### config.mk
export PLATFORM = sky130hd
export DESIGN_NAME = can_heartbeat_monitor
export DESIGN_NICKNAME = d
export VERILOG_FILES = /design/src/sv/hbm_pkg.sv /design/src/sv/hbm_step_alu.sv /design/src/sv/hbm_node_table.sv /design/src/sv/hbm_sequencer.sv /design/src/sv/can_heartbeat_monitor.sv
export SDC_FILE = /design/constraint.sdc
export NUM_CORES = 2
export LEC_CHECK = 0
export ABC_CLOCK_PERIOD_IN_PS = 6900
export BUFFER_PORTS_ARGS = -buffer_cell sky130_fd_sc_hd__buf_2
export CAP_MARGIN = 20
export CORE_MARGIN = 2
export CORE_UTILIZATION = 35
export CTS_BUF_LIST = sky130_fd_sc_hd__clkbuf_8 sky130_fd_sc_hd__clkbuf_16
export CTS_CLUSTER_DIAMETER = 200
export DETAILED_ROUTE_END_ITERATION = 12
export PLACE_DENSITY = 0.49
export REMOVE_ABC_BUFFERS = 1
export SKIP_CTS_REPAIR_TIMING = 1
export SLEW_MARGIN = 0
export SYNTH_ARGS = -nofsm -noshare
export SYNTH_HDL_FRONTEND = slang
export SYNTH_HIERARCHICAL = 1
export SYNTH_SLANG_ARGS = --single-unit
### constraint.sdc
create_clock -name aclk -period 6.9 [get_ports aclk]
set_input_delay 0.69 -clock aclk [delete_from_list [all_inputs] [get_ports aclk]]
set_output_delay 0.69 -clock aclk [all_outputs]
set_load 0.05 [all_outputs]
### src/sv/hbm_pkg.sv
`timescale 1ns / 1ps
`default_nettype none
package hbm_pkg;

    localparam int NUM_CONSUMERS    = 5;
    localparam int NODE_TABLE_DEPTH = 128;
    localparam int TBL_AW           = $clog2(NODE_TABLE_DEPTH);
    localparam int CONS_IDX_W       = (NUM_CONSUMERS > 1) ? $clog2(NUM_CONSUMERS) : 1;

    localparam int CFG_IDX_W  = 3;
    localparam int CFG_DATA_W = 24;
    localparam int COUNT_W    = 3;

    localparam logic [6:0]  STATE_DISCONNECTED = 7'd1;
    localparam logic [6:0]  STATE_UNKNOWN      = 7'd15;
    localparam logic [10:0] TX_COB_BASE        = 11'h700;

    // result kinds
    localparam logic [1:0] RK_TX      = 2'd0;
    localparam logic [1:0] RK_TIMEOUT = 2'd1;
    localparam logic [1:0] RK_CHANGE  = 2'd2;

    // input kinds
    localparam logic KIND_FRAME = 1'b0;
    localparam logic KIND_TICK  = 1'b1;

    // register indexes
    localparam logic [CFG_IDX_W-1:0] REG_OWN_ID = 3'd0;
    localparam logic [CFG_IDX_W-1:0] REG_PERIOD = 3'd1;
    localparam logic [CFG_IDX_W-1:0] REG_COUNT  = 3'd2;
    localparam logic [CFG_IDX_W-1:0] REG_ENTRY0 = 3'd3;

    typedef struct packed {
        logic       kind;
        logic [6:0] frame_node_id;
        logic       frame_remote;
        logic [7:0] frame_byte0;
        logic [6:0] own_state;
    } in_word_t;

    typedef struct packed {
        logic [1:0]  result_kind;
        logic [10:0] tx_cob_id;
        logic [7:0]  tx_byte;
        logic [6:0]  event_node_id;
        logic [6:0]  event_state;
        logic        last;
    } out_word_t;

    typedef struct packed {
        logic [6:0]                                own_node_id;
        logic [15:0]                               producer_period_ms;
        logic [COUNT_W-1:0]                        consumer_count;
        logic [NUM_CONSUMERS-1:0][CFG_DATA_W-1:0]  consumer_entry;
    } cfg_t;

    typedef struct packed {
        logic              rd_en;
        logic              wr_en;
        logic [TBL_AW-1:0] addr;
        logic [6:0]        wr_data;
    } tbl_req_t;

    typedef struct packed {
        logic [15:0] opa;
        logic        dec;
        logic [15:0] limit;
    } alu_req_t;

    typedef struct packed {
        logic [15:0] res;
        logic        res_zero;
        logic        res_ge;
    } alu_rsp_t;

endpackage
`default_nettype wire

### src/sv/hbm_step_alu.sv
`timescale 1ns / 1ps
`default_nettype none
module hbm_step_alu
    import hbm_pkg::*;
(
    input  alu_req_t req,
    output alu_rsp_t rsp
);

    logic [15:0] sum;

    // one 16-bit increment or decrement, with zero and limit compare
    always_comb begin
        sum          = req.dec ? (req.opa - 16'd1) : (req.opa + 16'd1);
        rsp.res      = sum;
        rsp.res_zero = (sum == 16'd0);
        rsp.res_ge   = (sum >= req.limit);
    end

endmodule
`default_nettype wire

### src/sv/hbm_node_table.sv
`timescale 1ns / 1ps
`default_nettype none
module hbm_node_table
    import hbm_pkg::*;
(
    input  logic       aclk,
    input  logic       aresetn,
    input  tbl_req_t   req,
    output logic [6:0] rd_data
);

    logic [6:0]                  mem_reg [NODE_TABLE_DEPTH];
    logic [NODE_TABLE_DEPTH-1:0] valid_reg;
    logic [6:0]                  rd_mem_reg;
    logic                        rd_valid_reg;

    always_ff @(posedge aclk) begin
        if (req.wr_en) begin
            mem_reg[req.addr] <= req.wr_data;
        end
        if (req.rd_en) begin
            rd_mem_reg <= mem_reg[req.addr];
        end
    end

    always_ff @(posedge aclk) begin
        if (!aresetn) begin
            valid_reg    <= '0;
            rd_valid_reg <= 1'b0;
        end else begin
            if (req.wr_en) begin
                valid_reg[req.addr] <= 1'b1;
            end
            if (req.rd_en) begin
                rd_valid_reg <= valid_reg[req.addr];
            end
        end
    end

    // never written entries read as unknown state
    assign rd_data = rd_valid_reg ? rd_mem_reg : STATE_UNKNOWN;

endmodule
`default_nettype wire

### src/sv/hbm_sequencer.sv
`timescale 1ns / 1ps
`default_nettype none
module hbm_sequencer
    import hbm_pkg::*;
(
    input  logic       aclk,
    input  logic       aresetn,
    input  logic       s_valid,
    input  in_word_t   s_data,
    output logic       s_ready,
    input  cfg_t       cfg,
    input  logic       slot_free,
    output logic       emit_valid,
    output out_word_t  emit_word,
    output tbl_req_t   tbl_req,
    input  logic [6:0] tbl_rd_data
);

    typedef enum logic [2:0] {
        ST_IDLE,
        ST_ANSWER,
        ST_CMP,
        ST_REARM,
        ST_TICK_START,
        ST_TICK_WD,
        ST_TICK_PROD
    } seq_state_t;

    seq_state_t              state_reg;
    in_word_t                item_reg;
    logic [CONS_IDX_W-1:0]   idx_reg;
    logic [15:0]             wd_reg [NUM_CONSUMERS];
    logic [15:0]             prod_cnt_reg;
    logic                    toggle_reg;
    logic [NUM_CONSUMERS:0]  pend_reg;

    alu_req_t                alu_req;
    alu_rsp_t                alu_rsp;

    logic                    accept;
    logic [6:0]              new_state;
    logic                    changed;
    logic [15:0]             wd_cur;
    logic [CFG_DATA_W-1:0]   entry_cur;
    logic [7:0]              wid_cur;
    logic                    wid_in_table;
    logic                    idx_last;
    logic                    expire_now;
    logic [NUM_CONSUMERS:0]  later_mask;
    logic                    timeout_last;
    logic [NUM_CONSUMERS-1:0] expire_vec;
    logic                    prod_fire;
    logic [10:0]             own_cob;

    hbm_step_alu u_alu (
        .req (alu_req),
        .rsp (alu_rsp)
    );

    always_comb begin
        accept       = s_valid && s_ready;
        new_state    = item_reg.frame_byte0[6:0];
        changed      = (tbl_rd_data != new_state);
        wd_cur       = wd_reg[idx_reg];
        entry_cur    = cfg.consumer_entry[idx_reg];
        wid_cur      = entry_cur[23:16];
        wid_in_table = (32'(wid_cur) < NODE_TABLE_DEPTH);
        idx_last     = (idx_reg == CONS_IDX_W'(NUM_CONSUMERS - 1));
        own_cob      = TX_COB_BASE | {4'b0000, cfg.own_node_id};

        alu_req.opa   = (state_reg == ST_TICK_START) ? prod_cnt_reg : wd_cur;
        alu_req.dec   = (state_reg != ST_TICK_START);
        alu_req.limit = cfg.producer_period_ms;

        expire_now = (wd_cur != 16'd0) && alu_rsp.res_zero;
        prod_fire  = (cfg.producer_period_ms != 16'd0) && alu_rsp.res_ge;

        for (int i = 0; i < NUM_CONSUMERS; i++) begin
            expire_vec[i] = (wd_reg[i] == 16'd1);
            later_mask[i] = (CONS_IDX_W'(i) > idx_reg);
        end
        later_mask[NUM_CONSUMERS] = 1'b1;
        timeout_last = ~|(pend_reg & later_mask);
    end

    assign s_ready = (state_reg == ST_IDLE);

    always_comb begin
        emit_valid      = 1'b0;
        emit_word       = '0;
        tbl_req.rd_en   = 1'b0;
        tbl_req.wr_en   = 1'b0;
        tbl_req.addr    = TBL_AW'(item_reg.frame_node_id);
        tbl_req.wr_data = new_state;
        case (state_reg)
            ST_IDLE: begin
                tbl_req.rd_en = accept && (s_data.kind == KIND_FRAME) && !s_data.frame_remote;
                tbl_req.addr  = TBL_AW'(s_data.frame_node_id);
            end
            ST_ANSWER: begin
                emit_valid            = slot_free;
                emit_word.result_kind = RK_TX;
                emit_word.tx_cob_id   = own_cob;
                emit_word.tx_byte     = {toggle_reg, item_reg.own_state};
                emit_word.last        = 1'b1;
            end
            ST_CMP: begin
                emit_valid              = slot_free && changed;
                emit_word.result_kind   = RK_CHANGE;
                emit_word.event_node_id = item_reg.frame_node_id;
                emit_word.event_state   = new_state;
                emit_word.last          = 1'b1;
                tbl_req.wr_en           = slot_free && changed;
            end
            ST_TICK_WD: begin
                emit_valid              = slot_free && expire_now;
                emit_word.result_kind   = RK_TIMEOUT;
                emit_word.event_node_id = wid_cur[6:0];
                emit_word.last          = timeout_last;
                tbl_req.wr_en           = slot_free && expire_now && wid_in_table;
                tbl_req.addr            = TBL_AW'(wid_cur);
                tbl_req.wr_data         = STATE_DISCONNECTED;
            end
            ST_TICK_PROD: begin
                emit_valid            = slot_free;
                emit_word.result_kind = RK_TX;
                emit_word.tx_cob_id   = own_cob;
                emit_word.tx_byte     = {1'b0, item_reg.own_state};
                emit_word.last        = 1'b1;
            end
            default: begin
                emit_valid = 1'b0;
            end
        endcase
    end

    always_ff @(posedge aclk) begin
        if (accept) begin
            item_reg <= s_data;
        end
    end

    always_ff @(posedge aclk) begin
        if (!aresetn) begin
            state_reg    <= ST_IDLE;
            idx_reg      <= '0;
            prod_cnt_reg <= 16'd0;
            toggle_reg   <= 1'b0;
            pend_reg     <= '0;
            for (int i = 0; i < NUM_CONSUMERS; i++) begin
                wd_reg[i] <= 16'd0;
            end
        end else begin
            case (state_reg)
                ST_IDLE: begin
                    idx_reg <= '0;
                    if (accept) begin
                        if (s_data.kind == KIND_TICK) begin
                            state_reg <= ST_TICK_START;
                        end else if (s_data.frame_remote) begin
                            if (s_data.frame_node_id == cfg.own_node_id) begin
                                state_reg <= ST_ANSWER;
                            end
                        end else begin
                            state_reg <= ST_CMP;
                        end
                    end
                end
                ST_ANSWER: begin
                    if (slot_free) begin
                        toggle_reg <= ~toggle_reg;
                        state_reg  <= ST_IDLE;
                    end
                end
                ST_CMP: begin
                    if (slot_free || !changed) begin
                        idx_reg   <= '0;
                        state_reg <= (new_state != STATE_UNKNOWN) ? ST_REARM : ST_IDLE;
                    end
                end
                ST_REARM: begin
                    if ((COUNT_W'(idx_reg) < cfg.consumer_count) &&
                        ({1'b0, item_reg.frame_node_id} == wid_cur)) begin
                        wd_reg[idx_reg] <= entry_cur[15:0];
                    end
                    if (idx_last) begin
                        state_reg <= ST_IDLE;
                    end else begin
                        idx_reg <= idx_reg + CONS_IDX_W'(1);
                    end
                end
                ST_TICK_START: begin
                    pend_reg <= {prod_fire, expire_vec};
                    if ((cfg.producer_period_ms == 16'd0) || alu_rsp.res_ge) begin
                        prod_cnt_reg <= 16'd0;
                    end else begin
                        prod_cnt_reg <= alu_rsp.res;
                    end
                    idx_reg   <= '0;
                    state_reg <= ST_TICK_WD;
                end
                ST_TICK_WD: begin
                    if (!expire_now || slot_free) begin
                        if (wd_cur != 16'd0) begin
                            wd_reg[idx_reg] <= alu_rsp.res;
                        end
                        if (idx_last) begin
                            state_reg <= pend_reg[NUM_CONSUMERS] ? ST_TICK_PROD : ST_IDLE;
                        end else begin
                            idx_reg <= idx_reg + CONS_IDX_W'(1);
                        end
                    end
                end
                ST_TICK_PROD: begin
                    if (slot_free) begin
                        state_reg <= ST_IDLE;
                    end
                end
                default: begin
                    state_reg <= ST_IDLE;
                end
            endcase
        end
    end

endmodule
`default_nettype wire

### src/sv/can_heartbeat_monitor.sv
`timescale 1ns / 1ps
`default_nettype none
// heartbeat producer and consumer for a CANopen-style node. each input word is either a
// received heartbeat frame or a one millisecond tick. a remote request for the own node id
// is answered with cob id 0x700 + own id and the own state, bit 7 toggling per answer. a
// data frame updates a 128-entry node state table (a change is reported) and, unless the
// new state is unknown, re-arms every consumer watchdog in use that watches that node. a
// tick counts all armed watchdogs down (timeouts reported in entry order, a node id inside
// the table marked disconnected) and then runs the producer, which sends the own state
// every period. the block works on one word at a time with a single 16-bit step unit and
// takes no new word until it is through with the last; a stalled result port holds it up.
// the last flag marks the final result of a word. configuration is a plain write port,
// to be written only while the block is idle.
module can_heartbeat_monitor
    import hbm_pkg::*;
(
    input  logic                  aclk,
    input  logic                  aresetn,
    input  logic                  cfg_wr_en,
    input  logic [CFG_IDX_W-1:0]  cfg_index,
    input  logic [CFG_DATA_W-1:0] cfg_wdata,
    input  logic                  s_valid,
    output logic                  s_ready,
    input  in_word_t              s_data,
    output logic                  m_valid,
    input  logic                  m_ready,
    output out_word_t             m_data
);

    cfg_t       cfg_reg;
    logic       m_valid_reg;
    out_word_t  m_data_reg;

    logic       slot_free;
    logic       emit_valid;
    out_word_t  emit_word;
    tbl_req_t   tbl_req;
    logic [6:0] tbl_rd_data;

    // configuration registers, counters are never touched by a write
    always_ff @(posedge aclk) begin
        if (!aresetn) begin
            cfg_reg.own_node_id        <= 7'd1;
            cfg_reg.producer_period_ms <= '0;
            cfg_reg.consumer_count     <= '0;
            cfg_reg.consumer_entry     <= '0;
        end else if (cfg_wr_en) begin
            case (cfg_index)
                REG_OWN_ID: begin
                    cfg_reg.own_node_id <= cfg_wdata[6:0];
                end
                REG_PERIOD: begin
                    cfg_reg.producer_period_ms <= cfg_wdata[15:0];
                end
                REG_COUNT: begin
                    // saturate to the number of entries built
                    if (cfg_wdata[COUNT_W-1:0] > COUNT_W'(NUM_CONSUMERS)) begin
                        cfg_reg.consumer_count <= COUNT_W'(NUM_CONSUMERS);
                    end else begin
                        cfg_reg.consumer_count <= cfg_wdata[COUNT_W-1:0];
                    end
                end
                default: begin
                    // consumer entries; indexes past the built entries are dropped
                    for (int i = 0; i < NUM_CONSUMERS; i++) begin
                        if (cfg_index == (REG_ENTRY0 + CFG_IDX_W'(i))) begin
                            cfg_reg.consumer_entry[i] <= cfg_wdata;
                        end
                    end
                end
            endcase
        end
    end

    // output register parts the sequencer from the result port
    assign slot_free = !m_valid_reg || m_ready;

    always_ff @(posedge aclk) begin
        if (!aresetn) begin
            m_valid_reg <= 1'b0;
        end else if (emit_valid) begin
            m_valid_reg <= 1'b1;
        end else if (m_ready) begin
            m_valid_reg <= 1'b0;
        end
    end

    always_ff @(posedge aclk) begin
        if (emit_valid) begin
            m_data_reg <= emit_word;
        end
    end

    assign m_valid = m_valid_reg;
    assign m_data  = m_data_reg;

    // node state table, one access per cycle
    hbm_node_table u_table (
        .aclk    (aclk),
        .aresetn (aresetn),
        .req     (tbl_req),
        .rd_data (tbl_rd_data)
    );

    // control sequencer with the shared step unit and watchdog counters
    hbm_sequencer u_seq (
        .aclk        (aclk),
        .aresetn     (aresetn),
        .s_valid     (s_valid),
        .s_data      (s_data),
        .s_ready     (s_ready),
        .cfg         (cfg_reg),
        .slot_free   (slot_free),
        .emit_valid  (emit_valid),
        .emit_word   (emit_word),
        .tbl_req     (tbl_req),
        .tbl_rd_data (tbl_rd_data)
    );

    // a tick always keeps the block busy for the next cycle
    a_tick_busy: assert property (@(posedge aclk) disable iff (!aresetn)
        s_valid && s_ready && (s_data.kind == KIND_TICK) |=> !s_ready)
        else $error("tick word did not occupy the sequencer");

    // a new result never overwrites one still waiting
    a_no_overwrite: assert property (@(posedge aclk) disable iff (!aresetn)
        emit_valid |-> slot_free)
        else $error("result emitted into a full output register");

    // transmit results carry the own cob id
    a_tx_cob: assert property (@(posedge aclk) disable iff (!aresetn)
        m_valid && (m_data.result_kind == RK_TX) |->
            (m_data.tx_cob_id == (TX_COB_BASE | {4'b0000, cfg_reg.own_node_id})))
        else $error("transmit cob id does not match own node id");

    // event results leave the transmit fields clear
    a_event_clean: assert property (@(posedge aclk) disable iff (!aresetn)
        m_valid && (m_data.result_kind != RK_TX) |->
            (m_data.tx_cob_id == 11'd0) && (m_data.tx_byte == 8'd0))
        else $error("event result with transmit fields set");

endmodule
`default_nettype wire

==> impl_metrics.yaml <==
status:
  status: "complete, no violations"
power:
  power_leakage_nw: 22.7
  powerDensity_nw_per_um2: 435
  peakVddDrop_uv: 244
critical_path:
  end_kind: "flip-flop"
  cp_top_family: "simple AND/OR/NAND/NOR gates"
  rr_endpoint: "u_table/mem_reg[30][0]"
  cp_num_buf_inv: 5
  ff2ff_setup_slack_ns: 0.53
  cp_slowest_cell: "mux4_2"
  max_stage_delay_ns: 0.58
  cp_max_fo: 32
  worstPathRequired_ns: 7.40
  cp.arrival_ns: 6.86
  path_cells: "buf_12, mux4_2, mux2i_1, a21oi_1, fa_1, a21oi_1, o21ai_0, a21oi_1, xnor2_1, nand4bb_1, or4_1, or4_1, nor4_2, nand2_1, inv_1, nand3_1, a21boi_0, buf_4, nor2b_1, nand2_1, buf_4, nor2_1, buf_4"
  cp-start-kind: "flip-flop"
  rr_worst_depth: 23
  path_class: "reg2reg"
sta:
  clock.fmax_ghz: 0.157
  rsz0062_at_grt: "false"
  finalSetupViolCount: 0
  holdWs_ns: 0.0602
  worst_pin_slew_ns: 1.06
  fin_setup_tns_ns: 0
  fin_crit_sh_pct: 92.3
  hold_violations: 0
  skew_ns: 0.0348
  slew_headroom_pct: 29.2
  finalMaxSlewViolations: 0
  period_needed_ns: 6.37
layout:
  largest_register_ff_count: 896
  syn2layout_area_growth_pct: 16.6
  nets: 4405
  drive_gt1_share_pct: 23.2
  final.fill_count: 15300
  fin_util_pct: 41.1
  design_area_um2: 68000
placement:
  gp_congestion: 0.863
  placed_cell_area_um2: 62800
  dp_hpwl_mm: 122
  io_buffers: 92
routing:
  route.met3.wl_mm: 13.5
  ant_nets: 0
  via_per_inst: 5.58
  drt_iter0_drc: 3866
  remaining_drc_errors: 0
  drt-total-wl_mm: 189
  wl_per_cell_um: 28.4
  vias: 37000
  dr.pass1.iters: 5
  met2WireLength_mm: 83.4
  wl_met1_mm: 87.1
  highest_layer: "met5"
global_route:
  grt_pass1_vias: 36200
  track_usage_pct: 22.0
  grt_pass1_wl_mm: 269
  grt_max_degree: 93
  antenna_found_initial: 8
  grt.overflow.total: 0
die:
  coreArea_um2: 165000
  die_h_um: 412
  die_area_um2: 170000
  rows: 149
  die_w_um: 412
  start_util_pct: 35.3
  pin_count: 94
clock_tree:
  clkSinkCount: 1396
  htree_levels: 4
  clk_pin_slew_worst_paths_ns: 0.06
  root_buffer: "clkbuf_16"
  clockBufferDepth: 3
  clock_latency_ns: 0.82
  cts_buffers: 153
  tritoncts: "done"
run:
  cap_violations: 0
synthesis:
  synth_edf_count: 1088
  netlist_instances: 3984
  yosys_warnings: 6
  synthArstFlopShare_pct: 0
  syn_area_um2: 58300
  yosys_register_bits: 1396
  ys_types: 102
  ys.flop_type: "edfxtp_1"
  avgSynthCellArea_um2: 14.6
  seq_area_frac_synth_pct: 66.6
min_path:
  min_path_type: "in2reg"
  hold_end: "u_seq/item_reg[3]"
  holdPathStages: 1
  hold_path.startpoint: "s_data[3]"
[per-stage QoR]
step	power (W)	cells	setup slack, ns
final	0.0295	6634	0.534
after global routing	0.0306	6627	0.0407
after CTS	0.0296	6625	0.477
after detailed placement	0.0213	6338	0.541
after global placement	0.0213	6338	0.517
after floorplan	0.0166	3699	-6.62
[worst max-delay path by stage]
stage	from	slack (ns)	depth (start not counted)	to
floorplan	u_seq/idx_reg[1]	-6.62	10	u_table/rd_mem_reg[4]
global placement	u_seq/state_reg[0]	0.52	25	u_table/mem_reg[38][5]
detailed placement	u_seq/state_reg[0]	0.54	25	u_table/mem_reg[30][5]
CTS	u_seq/state_reg[0]	0.48	25	u_table/mem_reg[30][3]
global route	flip-flop	0.04	23	u_table/mem_reg[30][0]
finish	flip-flop	0.53	23	u_table/mem_reg[30][0]
[cells in the mapped netlist, types with 68 or more instances]
library cell	count	area share (%)
mux4_2	120	4.6
a22oi_1	72	0.93
edfxtp_1	1088	56
mux2_2	99	1.9
a21oi_1	75	0.64
clkbuf_1	112	0.72
dfxtp_1	308	11
nor2_1	213	1.4
nand2_1	414	2.7
buf_2	68	0.58
a221oi_1	139	2.1
o21a_1	131	1.7
o21ai_0	71	0.61
nor3_1	75	0.64
mux2i_1	122	2.1
[report_power, final]
group	total, W	switching [W]	internal (W)
combinational	0.0114	0.00786	0.00354
clock	0.00826	0.00349	0.00477
sequential	0.00989	0.000116	0.00977
[cell usage in the layout (no fill, tap or decap), types with 99 or more instances in the layout]
cell,synthesis,routed
buf_4,42,344
a221oi_1,139,139
o21a_1,131,131
nand2_1,414,413
dfxtp_1,308,305
nor2_1,213,209
mux4_2,120,120
edfxtp_1,1088,1088
mux2_2,99,99
mux2i_1,122,122
clkbuf_16,0,156
[metal layers]
| layer | vias up | GRT usage [%] |
|---|---|---|
| li1 | 16100 | - |
| met4 | 2 | 5.89 |
| met2 | 1301 | 32.9 |
| met5 | - | 0 |
| met1 | 19300 | 32.4 |
| met3 | 252 | 4.27 |
[final cells by class]
class	count	area (µm²)	share of cell area, %
Antenna cell	7	17.5	0.0258
Multi-Input combinational cell	2247	17700	26.1
Tap cell	2189	2740	4.03
Clock buffer	170	4100	6.03
Sequential cell	1396	38800	57.1
Clock inverter	117	978	1.44
Inverter	56	210	0.309
Timing Repair Buffer	452	3360	4.94
[cells by family after synthesis]
family / Yosys count / share of synthesized area (%)
muxes: 368 / 9.79
and+or+nand+nor: 950 / 7.60
other: 1 / 0.00643
buffers and inverters: 341 / 3.26
adders and majority gates: 43 / 0.936
DFF: 1396 / 66.6
AOI/OAI and AO/OA: 848 / 11.2
xor gates and xnor gates: 37 / 0.556
No activity file was read; power rests on OpenSTA's default activity.
